--- config.mk ---
export PLATFORM = sky130hd
export DESIGN_NAME = bba_ctrl
export DESIGN_NICKNAME = d
export VERILOG_FILES = /design/src/rtl/bba_pkg.sv /design/src/rtl/bba_ctrl.sv
export SDC_FILE = /design/constraint.sdc
export NUM_CORES = 1
export LEC_CHECK = 0
export ABC_AREA = 1
export BUFFER_PORTS_ARGS = -buffer_cell sky130_fd_sc_hd__buf_4
export CAP_MARGIN = 15
export CORE_AREA = 2 2 39 41
export CTS_BUF_LIST = sky130_fd_sc_hd__clkbuf_8
export DETAILED_ROUTE_END_ITERATION = 8
export DIE_AREA = 0 0 41 43
export SETUP_SLACK_MARGIN = 0.3
export SLEW_MARGIN = 20
export SYNTH_ARGS = -nofsm -noshare
export SYNTH_HDL_FRONTEND = slang
export SYNTH_SLANG_ARGS = --single-unit
--- constraint.sdc ---
create_clock -name clk_i -period 1.8 [get_ports clk_i]
set_clock_uncertainty 0.1 [all_clocks]
set_input_delay 0.09 -clock clk_i [delete_from_list [all_inputs] [get_ports clk_i]]
set_output_delay 0.09 -clock clk_i [all_outputs]
set_load 0.01 [all_outputs]
--- src/rtl/bba_pkg.sv ---
`timescale 1ns / 1ps
`default_nettype none

package bba_pkg;

  localparam int MAP_BYTES     = 512;
  localparam int BITS_PER_BYTE = 8;
  localparam int CAPACITY      = MAP_BYTES * BITS_PER_BYTE;

  localparam int WORD_BYTES = 8;
  localparam int WORD_BITS  = WORD_BYTES * BITS_PER_BYTE;
  localparam int MAP_WORDS  = (MAP_BYTES + WORD_BYTES - 1) / WORD_BYTES;
  localparam int WA_W       = (MAP_WORDS > 1) ? $clog2(MAP_WORDS) : 1;
  localparam int BIT_W      = $clog2(WORD_BITS);
  localparam int PTR_W      = WA_W + BIT_W;
  localparam int CNT_W      = $clog2(CAPACITY + 1);
  localparam int BLK_CMP_W  = 17;

  localparam int REQ_W    = 1;
  localparam int BLK_W    = 16;
  localparam int STATUS_W = 2;
  localparam int GRANT_W  = 12;
  localparam int FREE_W   = 13;

  typedef logic [WORD_BITS-1:0] word_t;

  localparam word_t WORD_ONES = {WORD_BITS{1'b1}};
  localparam int    LAST_BITS = CAPACITY - (MAP_WORDS - 1) * WORD_BITS;
  localparam word_t LAST_MASK = WORD_ONES >> (WORD_BITS - LAST_BITS);

  typedef enum logic [STATUS_W-1:0] {
    ST_OK           = 2'd0,
    ST_NONE         = 2'd1,
    ST_INVALID      = 2'd2,
    ST_INCONSISTENT = 2'd3
  } status_e;

  typedef enum logic [2:0] {
    CAP_NONE,
    CAP_MOD_LO,
    CAP_MOD_ALL,
    CAP_CUR,
    CAP_MODQ
  } cap_e;

  typedef struct packed {
    logic    accept;
    logic    modify;
    logic    scan_start;
    logic    scan_next;
    logic    set_ptr;
    logic    emit;
    logic    grant;
    status_e status;
    cap_e    cap;
  } cmd_t;

  typedef struct packed {
    logic req_free;
    logic req_free_q;
    logic blk_invalid;
    logic cnt_zero;
    logic cnt_one;
    logic mod_lo_nz;
    logic mod_nz;
    logic modq_nz;
    logic cur_nz;
    logic last_rd;
  } sts_t;

endpackage

`default_nettype wire

--- src/rtl/bba_ctrl.sv ---
`timescale 1ns / 1ps
`default_nettype none

module bba_ctrl
  import bba_pkg::*;
(
  input  wire logic clk_i,
  input  wire logic rst_ni,
  input  wire logic start_i,
  input  wire sts_t sts_i,
  output cmd_t      cmd_o,
  output logic      busy_o
);

  typedef enum logic [1:0] {
    S_IDLE,
    S_MOD,
    S_SCAN,
    S_BIT
  } state_e;

  state_e state_q, state_d;
  logic   busy_q;

  always_comb begin
    state_d = state_q;
    cmd_o   = '0;
    unique case (state_q)
      S_IDLE: begin
        if (start_i) begin
          if (!sts_i.req_free && sts_i.cnt_zero) begin
            cmd_o.emit   = 1'b1;
            cmd_o.status = ST_NONE;
          end else if (sts_i.req_free && sts_i.blk_invalid) begin
            cmd_o.emit   = 1'b1;
            cmd_o.status = ST_INVALID;
          end else begin
            cmd_o.accept = 1'b1;
            state_d      = S_MOD;
          end
        end
      end
      S_MOD: begin
        cmd_o.modify = 1'b1;
        if (sts_i.req_free_q) begin
          cmd_o.emit = 1'b1;
          state_d    = S_IDLE;
        end else if (sts_i.cnt_one) begin
          cmd_o.emit  = 1'b1;
          cmd_o.grant = 1'b1;
          state_d     = S_IDLE;
        end else if (sts_i.mod_lo_nz) begin
          cmd_o.cap = CAP_MOD_LO;
          state_d   = S_BIT;
        end else if (MAP_WORDS == 1) begin
          if (sts_i.mod_nz) begin
            cmd_o.cap = CAP_MOD_ALL;
            state_d   = S_BIT;
          end else begin
            cmd_o.emit   = 1'b1;
            cmd_o.grant  = 1'b1;
            cmd_o.status = ST_INCONSISTENT;
            state_d      = S_IDLE;
          end
        end else begin
          cmd_o.scan_start = 1'b1;
          state_d          = S_SCAN;
        end
      end
      S_SCAN: begin
        if (sts_i.cur_nz) begin
          cmd_o.cap = CAP_CUR;
          state_d   = S_BIT;
        end else if (sts_i.last_rd) begin
          if (sts_i.modq_nz) begin
            cmd_o.cap = CAP_MODQ;
            state_d   = S_BIT;
          end else begin
            cmd_o.emit   = 1'b1;
            cmd_o.grant  = 1'b1;
            cmd_o.status = ST_INCONSISTENT;
            state_d      = S_IDLE;
          end
        end else begin
          cmd_o.scan_next = 1'b1;
        end
      end
      S_BIT: begin
        cmd_o.set_ptr = 1'b1;
        cmd_o.emit    = 1'b1;
        cmd_o.grant   = 1'b1;
        state_d       = S_IDLE;
      end
      default: begin
        state_d = S_IDLE;
      end
    endcase
  end

  always_ff @(posedge clk_i or negedge rst_ni) begin
    if (!rst_ni) begin
      state_q <= S_IDLE;
      busy_q  <= 1'b0;
    end else begin
      state_q <= state_d;
      busy_q  <= (state_d != S_IDLE);
    end
  end

  assign busy_o = busy_q;

endmodule

`default_nettype wire

Word-level counts from Yosys, hierarchy flattened

Cells that the tools add are included.

Register bits: 3
Output and inout bits: 13
Logic and storage cells: 53

Equal/unequal tests: 3
Muxes and demuxes: 43
Reductions and logical operators: 5

Operators with widths:

| kind                 | count |
|---|---|
| $mux W2              | 13 |
| $mux W1              | 20 |
| $mux W4              | 2 |
| $pmux W2 S4          | 1 |
| $mux W7              | 1 |
| $mux W3              | 2 |
| $pmux W3 S2          | 1 |
| $eq A2 B2 Y1 const B | 2 |
| $pmux W1 S4          | 1 |
| $pmux W2 S2          | 1 |
| $pmux W1 S3          | 1 |
| $eq A2 B1 Y1 const B | 1 |
| $logic_and A1 B1 Y1  | 2 |
| $logic_not A2 Y1     | 1 |
| $reduce_bool A2 Y1   | 1 |
| $logic_not A1 Y1     | 1 |

Depth between registers and ports, before layout

Gate-level depths: netlist of the first run.

Depth after elaboration: 6
Depth in mapped cells: 8
Gate-level depth less buffers: 8

Least setup slack after synthesis of the first run

Ideal clock, no wire load.

Kind: register -> register
Start point: reg state_q[0]
End point: reg busy_q, in the netlist busy_o
Setup time: 0.121 ns
Arrival: 1.068 ns
Slack: 0.510 ns
Cell stages (with the launch flop): 9
Path buffers: 0
Cell sequence: dfrtp_1 -> inv_1 -> ha_1 -> nand2_2 -> inv_2 -> nand3_2 -> nand2_1 -> a21oi_2 -> nand2_1

Longest elaborated chain between the ends: 5

RTL lines:

| item                   | RTL line        | RTL |
|---|---|---|
| start, declared        | bba_ctrl.sv:22  | `state_e state_q, state_d;` |
| start signal, assigned | bba_ctrl.sv:105 | `state_q <= state_d;` |
| $mux W2                | bba_ctrl.sv:34  | `end else if (sts_i.req_free && sts_i.blk_invalid) begin` |
| $mux W2                | bba_ctrl.sv:31  | `if (!sts_i.req_free && sts_i.cnt_zero) begin` |
| $mux W2                | bba_ctrl.sv:30  | `if (start_i) begin` |
| $pmux W2 S4 (*)        | bba_ctrl.sv:28  | `unique case (state_q)` |
| $reduce_bool A2 Y1 (*) | bba_ctrl.sv:106 | `busy_q <= (state_d != S_IDLE);` |
| end signal, assigned   | bba_ctrl.sv:106 |  |
| end, declared          | bba_ctrl.sv:23  | `logic busy_q;` |

Every way passes the cells marked *; elsewhere a longest branch is shown, timed or not.

==> reports/results.tsv, run 1 <==
stage	metric	value	unit
run_status	status	finished, final reports clean	
synthesis	yosys.area_share.simple	0.403	
worst_setup_path	r2r_setup_slack	0.35	ns
place	placedCellCount	103	
sta	fin_setup_tns	0	ns
sta	slew_violations	0	
sta	period_needed	1.54	ns
synthesis	netlist_area	379	um^2
cells_and_area	drive_above_1_share	0.552	
synthesis	yosysTopAreaCellShare	0.218	
synthesis	synthDistinctLibCells	16	
synthesis	netlist_top_cells_count	22 x nand2_1, 12 x inv_1, 5 x nor2_1	
place	hpwl	786	um
synthesis	syn_area_per_cell	6.02	um^2
power	power_density	1440	mW/mm^2
detailed_routing	wirelength	1.01	mm
clock_network	insertion_delay	0.21	ns
global_route	first_global_vias	420	
sta	fmax	649	MHz
die	rows	14	
worst_setup_path	worstSetupEndpointType	primary output	
synthesis	seq_area_frac_synth	0.198	
worst_setup_path	worstSetupStartpoint	state_q[1]$_DFF_PN0_	
worst_setup_path	path_buf_inv	3	
worst_setup_path	crit_chain	inv_4, ha_4, nand2_4, inv_2, nand3_2, o21a_1, nand2_1, buf_6	
die	start_util	0.274	
sta	hold_viol	0	
worst_setup_path	crit_family	flip-flops	
cells_and_area	instances_no_fill	112	
power	power.leakage	0.429	nW
clock_network	cts_made_buffers	3	
power	finalPower	1.08	mW
worst_setup_path	start_kind	flip-flop	
cells_and_area	fin_nets	114	
die	ioPinCount	26	
synthesis	synthMuxAreaShare	0	
worst_setup_path	critPathRequiredTime	1.61	ns
worst_setup_path	reg2regPathDepth	9	
clock_network	htreeDepth	1	
worst_setup_path	arrival	1.35	ns
synthesis	synth_area_leader_cell	nand2_1	
detailed_routing	routedWlPerCell	9.05	um
detailed_routing	via_per_inst	4.27	
detailed_routing	via_count	478	
synthesis	async_reset_ff_frac	1.00	
place	place.gp.congestion	0.771	
die	die_x	41	um
synthesis	ys_ff_latch	3	
detailed_routing	drtIter0Drc	6	
clock_network	clk_path_buf_depth	2	
power	ir_worst_vdd	0.000892	V
worst_setup_path	cp.depth	8	
synthesis	synth.area.top_cells	nand2_1 22%, dfrtp_1 20%, ha_1 13%, inv_1 12%, nand3_2 7.9%	
sta	rsz0062_at_grt	true	
cells_and_area	syn2layout_area_growth	99.0	%
sta	slew_headroom	0.871	
detailed_routing	drc_errors	0	
clock_network	clock-sinks	3	
synthesis	ys.flop_type	dfrtp_1	
synthesis	synth-xor-area-share	0	
worst_setup_path	crit_type	flip-flop to primary output	
synthesis	synthAdderAreaFrac	0.132	
flow_run	maxCapViolations	0	
place	portBuffers	24	
die	die_h	43	um
detailed_routing	firstDrtPassIters	4	
sta	tightest_slew	0.193	ns
global_route	grt_overflow_total	0	
detailed_routing	ant_nets	0	
synthesis	synth_compound_area_frac	0.122	
synthesis	syn-num-nets	80	
die	core-area	0.00138	mm^2
cells_and_area	diodes	0	
synthesis	yosys_warnings	0	
clock_network	cts_tree	yes	
worst_setup_path	crit-reg2reg-launch	state_q[1]$_DFF_PN0_	
global_route	antenna_found_initial	0	
synthesis	synth_top_family_by_area	simple AND/OR/NAND/NOR gates	
die	die_area	0.00176	mm^2
worst_setup_path	worst_path_max_delay_cell	dfrtp_2	
synthesis	syn_inst	63	
synthesis	synth-edff-count	0	
clock_network	cts.clk_slew.worst_paths	0.03	ns
global_route	track_usage	0.129	
sta	holdWs	0.0917	ns
worst_setup_path	max_stage_delay	0.44	ns
worst_setup_path	crit_fanout	4	
global_route	grt_first_pass_wirelength	1.53	mm
synthesis	yosysMostFrequentCell	nand2_1	
sta	finalCritPeriodShare	0.856	
global_route	grt_max_degree	7	
sta	finalSetupViolations	0	
clock_network	cts_root_buf	clkbuf_8	
hold_path	hold_class	input pin to asynchronous set/reset pin	
==> through the flow <==
step / setup WS, ns / utilization / instance area, um^2
5_1_grt: 0.188 / 0.545 / 754
4_1_cts: 0.250 / 0.512 / 708
6_report: 0.260 / 0.545 / 754
3_3_place_gp: 0.386 / 0.419 / 579
3_5_place_dp: 0.361 / 0.419 / 579
2_1_floorplan: 0.510 / - / 379
==> cells by family after synthesis <==
kind of cell	count (synthesis)
AO/OA/AOI/OAI	8
AND/OR/NAND/NOR	34
buffers and inverters	14
flip-flops	3
adder cells (fa/ha/maj)	4
==> repair_timing <==
item                                   in CTS  in global routing
hold buffers                                1                  0
pin swaps                                   4                  5
endpoints found under the hold margin       3                  0
setup endpoints to repair                   7                  9
resized for setup                          15                 10
setup buffers                               2                  2
==> path summary, 6_finish.rpt <==
check,to
max,cmd_o[6]
min,busy_o$_DFF_PN0_
max reg2reg,busy_o$_DFF_PN0_
min reg2reg,state_q[1]$_DFF_PN0_
max in group asynchronous,state_q[1]$_DFF_PN0_
min in group clk_i,state_q[0]$_DFF_PN0_
==> layout by cell type (no fill, tap or decap) <==
cell / n
inv_2: 3
o21a_1: 1
o21ai_1: 1
ha_1: 1
nand3_2: 3
dlygate4sd3_1: 1
nand2_4: 1
inv_4: 2
dfrtp_1: 1
inv_6: 1
nand3_1: 1
nand3_4: 1
a21oi_1: 1
inv_1: 9
nor2_1: 5
buf_4: 26
ha_4: 3
buf_6: 2
a21oi_2: 3
dfrtp_2: 2
o21ai_0: 2
nor3_2: 1
nand2_2: 2
nand2_1: 20
clkbuf_8: 3
==> state kept, by name (all words and copies together), names as in the netlist <==
| register | cells |
|---|---|
| state_q | 2 |
| busy_o | 1 |
==> where the power goes <==
| part | switching, mW | internal, mW |
|---|---|---|
| combinational | 0.382 | 0.360 |
| clock | 0.0437 | 0.145 |
| sequential | 0.0465 | 0.107 |
==> per-layer routing <==
layer  vias up  global-route usage  share of wire
met5         -                   0              0
met4         0              0.0800              0
met3         0              0.0157          0.047
met2        10               0.206           0.51
met1       209               0.152           0.44
li1        259                   -              -
==> cell type report <==
class                   instances  area (um^2)
multi-input cells              46          322
flip-flops and latches          3         77.6
clock buffers                   3         41.3
repair buffers                 29          228
inverters                      14         62.6
fillers                       139          629
well taps                      16         20.0
clock inverters                 1         3.75
Power figures use the tool's default switching activity.
==> run 2, diff against run 1 <==
==> constraint.sdc (replaced) <==
create_clock -name clk_i -period 1.8 [get_ports clk_i]
set_clock_uncertainty 0.1 [all_clocks]
set_input_delay 0.36 -clock clk_i [delete_from_list [all_inputs] [get_ports clk_i]]
set_output_delay 0.36 -clock clk_i [all_outputs]
set_load 0.01 [all_outputs]
==> run 2 against run 1 <==
  * The run now ends with setup timing left
  * Cell count decreased by 0.89%
  * Count of clock-buffer cells in the layout unchanged
  * Global-route usage increased by 1.0 points
  * Register-to-register slack about the same
  * Utilization increased by 3.7 points
  * Sequential share of layout area decreased by 0.65 points
  * Critical path depth unchanged
  * Hold slack improved by 0.28 ns
  * Sequential power about the same
  * Clock power about the same
  * Setup slack got worse by 0.26 ns
  * Maximum frequency decreased by 15%
==> reports/results.tsv, run 2 (synthesized netlist as in run 1, its figures left out) <==
stage	metric	value	unit	change
run_status	status	complete, but fails checks		
run_status	violations	setup timing		
detailed_routing	routedWlPerCell	9.68	um	+7.0%
die	die_x	41	um	unchanged
place	place.gp.congestion	0.765		-0.82%
worst_setup_path	crit_fanout	4		unchanged
cells_and_area	final_common_cell	buf_4		
detailed_routing	via_per_inst	4.45		+4.3%
detailed_routing	wirelength	1.08	mm	+6.0%
worst_setup_path	r2r_setup_slack	0.36	ns	about the same
clock_network	clk_path_buf_depth	2		unchanged
cells_and_area	final_cell_mix	19 x buf_4, 17 x nand2_1, 8 x inv_1, 8 x buf_6, 4 x nand2_4		
sta	slew_violations	0		unchanged
sta	finalSetupViolations	1		+1
global_route	grt_overflow_total	0		unchanged
clock_network	insertion_delay	0.21	ns	about the same
flow_run	maxCapViolations	0		unchanged
die	rows	14		unchanged
worst_setup_path	path_buf_inv	3		unchanged
worst_setup_path	arrival	1.34	ns	about the same
cells_and_area	syn2layout_area_growth	113	%	
detailed_routing	drc_errors	0		unchanged
sta	fin_ws	-0.00321	ns	-0.263 ns
cells_and_area	largest_reg_flops	2		unchanged
worst_setup_path	worst_path_max_delay_cell	dfrtp_2		
worst_setup_path	reg2regPathDepth	9		unchanged
global_route	track_usage	0.139		+0.0102
sta	finalCritPeriodShare	1.00		+0.146
hold_path	hold_class	input pin to asynchronous set/reset pin		
detailed_routing	drtIter0Drc	2		-4
global_route	first_global_vias	440		+4.8%
worst_setup_path	worstSetupEndpointType	primary output		
global_route	grt_max_degree	7		unchanged
die	die_h	43	um	unchanged
detailed_routing	via_count	494		+3.3%
worst_setup_path	crit_chain	inv_4, ha_4, nand2_4, inv_4, nand3_2, o21a_1, nand2_1, buf_6		
clock_network	cts.clk_slew.worst_paths	0.03	ns	about the same
clock_network	clock-sinks	3		unchanged
sta	tightest_slew	0.347	ns	+0.154 ns
cells_and_area	drive_above_1_share	0.600		+0.0479
worst_setup_path	cp_common_cell	inv_4		
clock_network	cts_tree	yes		
cells_and_area	fin_nets	113		-0.88%
cells_and_area	postLayoutCoreUtil	0.582		+0.0371
place	hpwl	800	um	+1.8%
place	portBuffers	24		unchanged
sta	hold_viol	0		unchanged
power	power.leakage	0.450	nW	+5.0%
detailed_routing	ant_nets	0		unchanged
power	ir_worst_vdd	0.000896	V	+0.40%
clock_network	htreeDepth	1		unchanged
sta	period_needed	1.80	ns	+0.263 ns
worst_setup_path	regToRegEndpoint	busy_o$_DFF_PN0_		
sta	slew_headroom	0.768		-0.103
die	start_util	0.274		unchanged
worst_setup_path	critPathRequiredTime	1.34	ns	-0.27 ns
sta	rsz0062_at_grt	true		
global_route	antenna_found_initial	0		unchanged
clock_network	cts_made_buffers	3		unchanged
sta	fmax	555	MHz	-15%
worst_setup_path	crit_type	flip-flop to primary output		
worst_setup_path	max_stage_delay	0.44	ns	about the same
detailed_routing	firstDrtPassIters	4		unchanged
die	die_area	0.00176	mm^2	unchanged
power	power_density	1390	mW/mm^2	-3.3%
die	core-area	0.00138	mm^2	unchanged
worst_setup_path	crit_family	flip-flops		
place	dp_worst_setup_slack	0.141	ns	-0.221 ns
die	ioPinCount	26		unchanged
clock_network	cts_root_buf	clkbuf_8		
global_route	grt_first_pass_wirelength	1.67	mm	+9.0%
cells_and_area	diodes	0		unchanged
cells_and_area	top_register	state_q		
worst_setup_path	start_kind	flip-flop		
worst_setup_path	crit-reg2reg-launch	state_q[1]$_DFF_PN0_		
[run 2: area by class of cell]
class | instances | area [um^2]
Clock inverter | 1 | 3.75
Inverter | 14 | 65.1
Tap cell | 16 | 20.0
Clock buffer | 3 | 41.3
Multi-Input combinational cell | 46 | 355
Timing Repair Buffer | 28 | 243
Sequential cell | 3 | 77.6
Fill cell | 119 | 578
[run 2: timing repair]
action                                 4_1_cts  5_1_grt
hold buffers                                 1        0
pin swaps                                    7        4
endpoints found under the hold margin        3        0
setup buffers                                3        0
setup endpoints to repair                   11       14
resized for setup                           24       15
[run 2: stage by stage]
stage | total power, mW | std cells | hold slack, ns | instance area (um^2) | setup TNS (ns)
3_3_place_gp | 0.666 | 103 | 0.0504 | 591 | 0
2_1_floorplan | 0.479 | 63 | -0.0356 | 390 | 0
4_1_cts | 1.05 | 111 | 0.364 | 757 | -0.0149
5_1_grt | 1.21 | 111 | 0.380 | 806 | -0.131
3_5_place_dp | 0.669 | 103 | 0.0495 | 591 | 0
6_report | 1.12 | 111 | 0.375 | 806 | -0.00321
[run 2: worst max-delay path by stage]
stage                          from       end  slack [ns]  cells past startpoint
6_report       state_q[0]$_DFF_PN0_  cmd_o[6]      -0.003                      8
5_1_grt        state_q[1]$_DFF_PN0_  cmd_o[6]       -0.08                      8
4_1_cts        state_q[0]$_DFF_PN0_  cmd_o[6]       -0.01                      8
3_5_place_dp   state_q[0]$_DFF_PN0_  cmd_o[6]        0.14                      8
3_3_place_gp   state_q[1]$_DFF_PN0_  cmd_o[6]        0.15                      8
2_1_floorplan  state_q[0]$_DFF_PN0_  cmd_o[6]        0.29                      7
[run 2: per-layer routing]
| metal | vias up | wire length [um] | global-route usage |
|---|---|---|---|
| met4 | 0 | 0 | 0.0800 |
| li1 | 259 | - | - |
| met5 | - | 0 | 0 |
| met2 | 7 | 628 | 0.197 |
| met1 | 228 | 423 | 0.185 |
| met3 | 0 | 23 | 0.0314 |
[run 2: report_power, final]
| group | internal, mW | switching, mW |
|---|---|---|
| Clock | 0.145 | 0.0440 |
| Combinational | 0.373 | 0.401 |
| Sequential | 0.107 | 0.0496 |
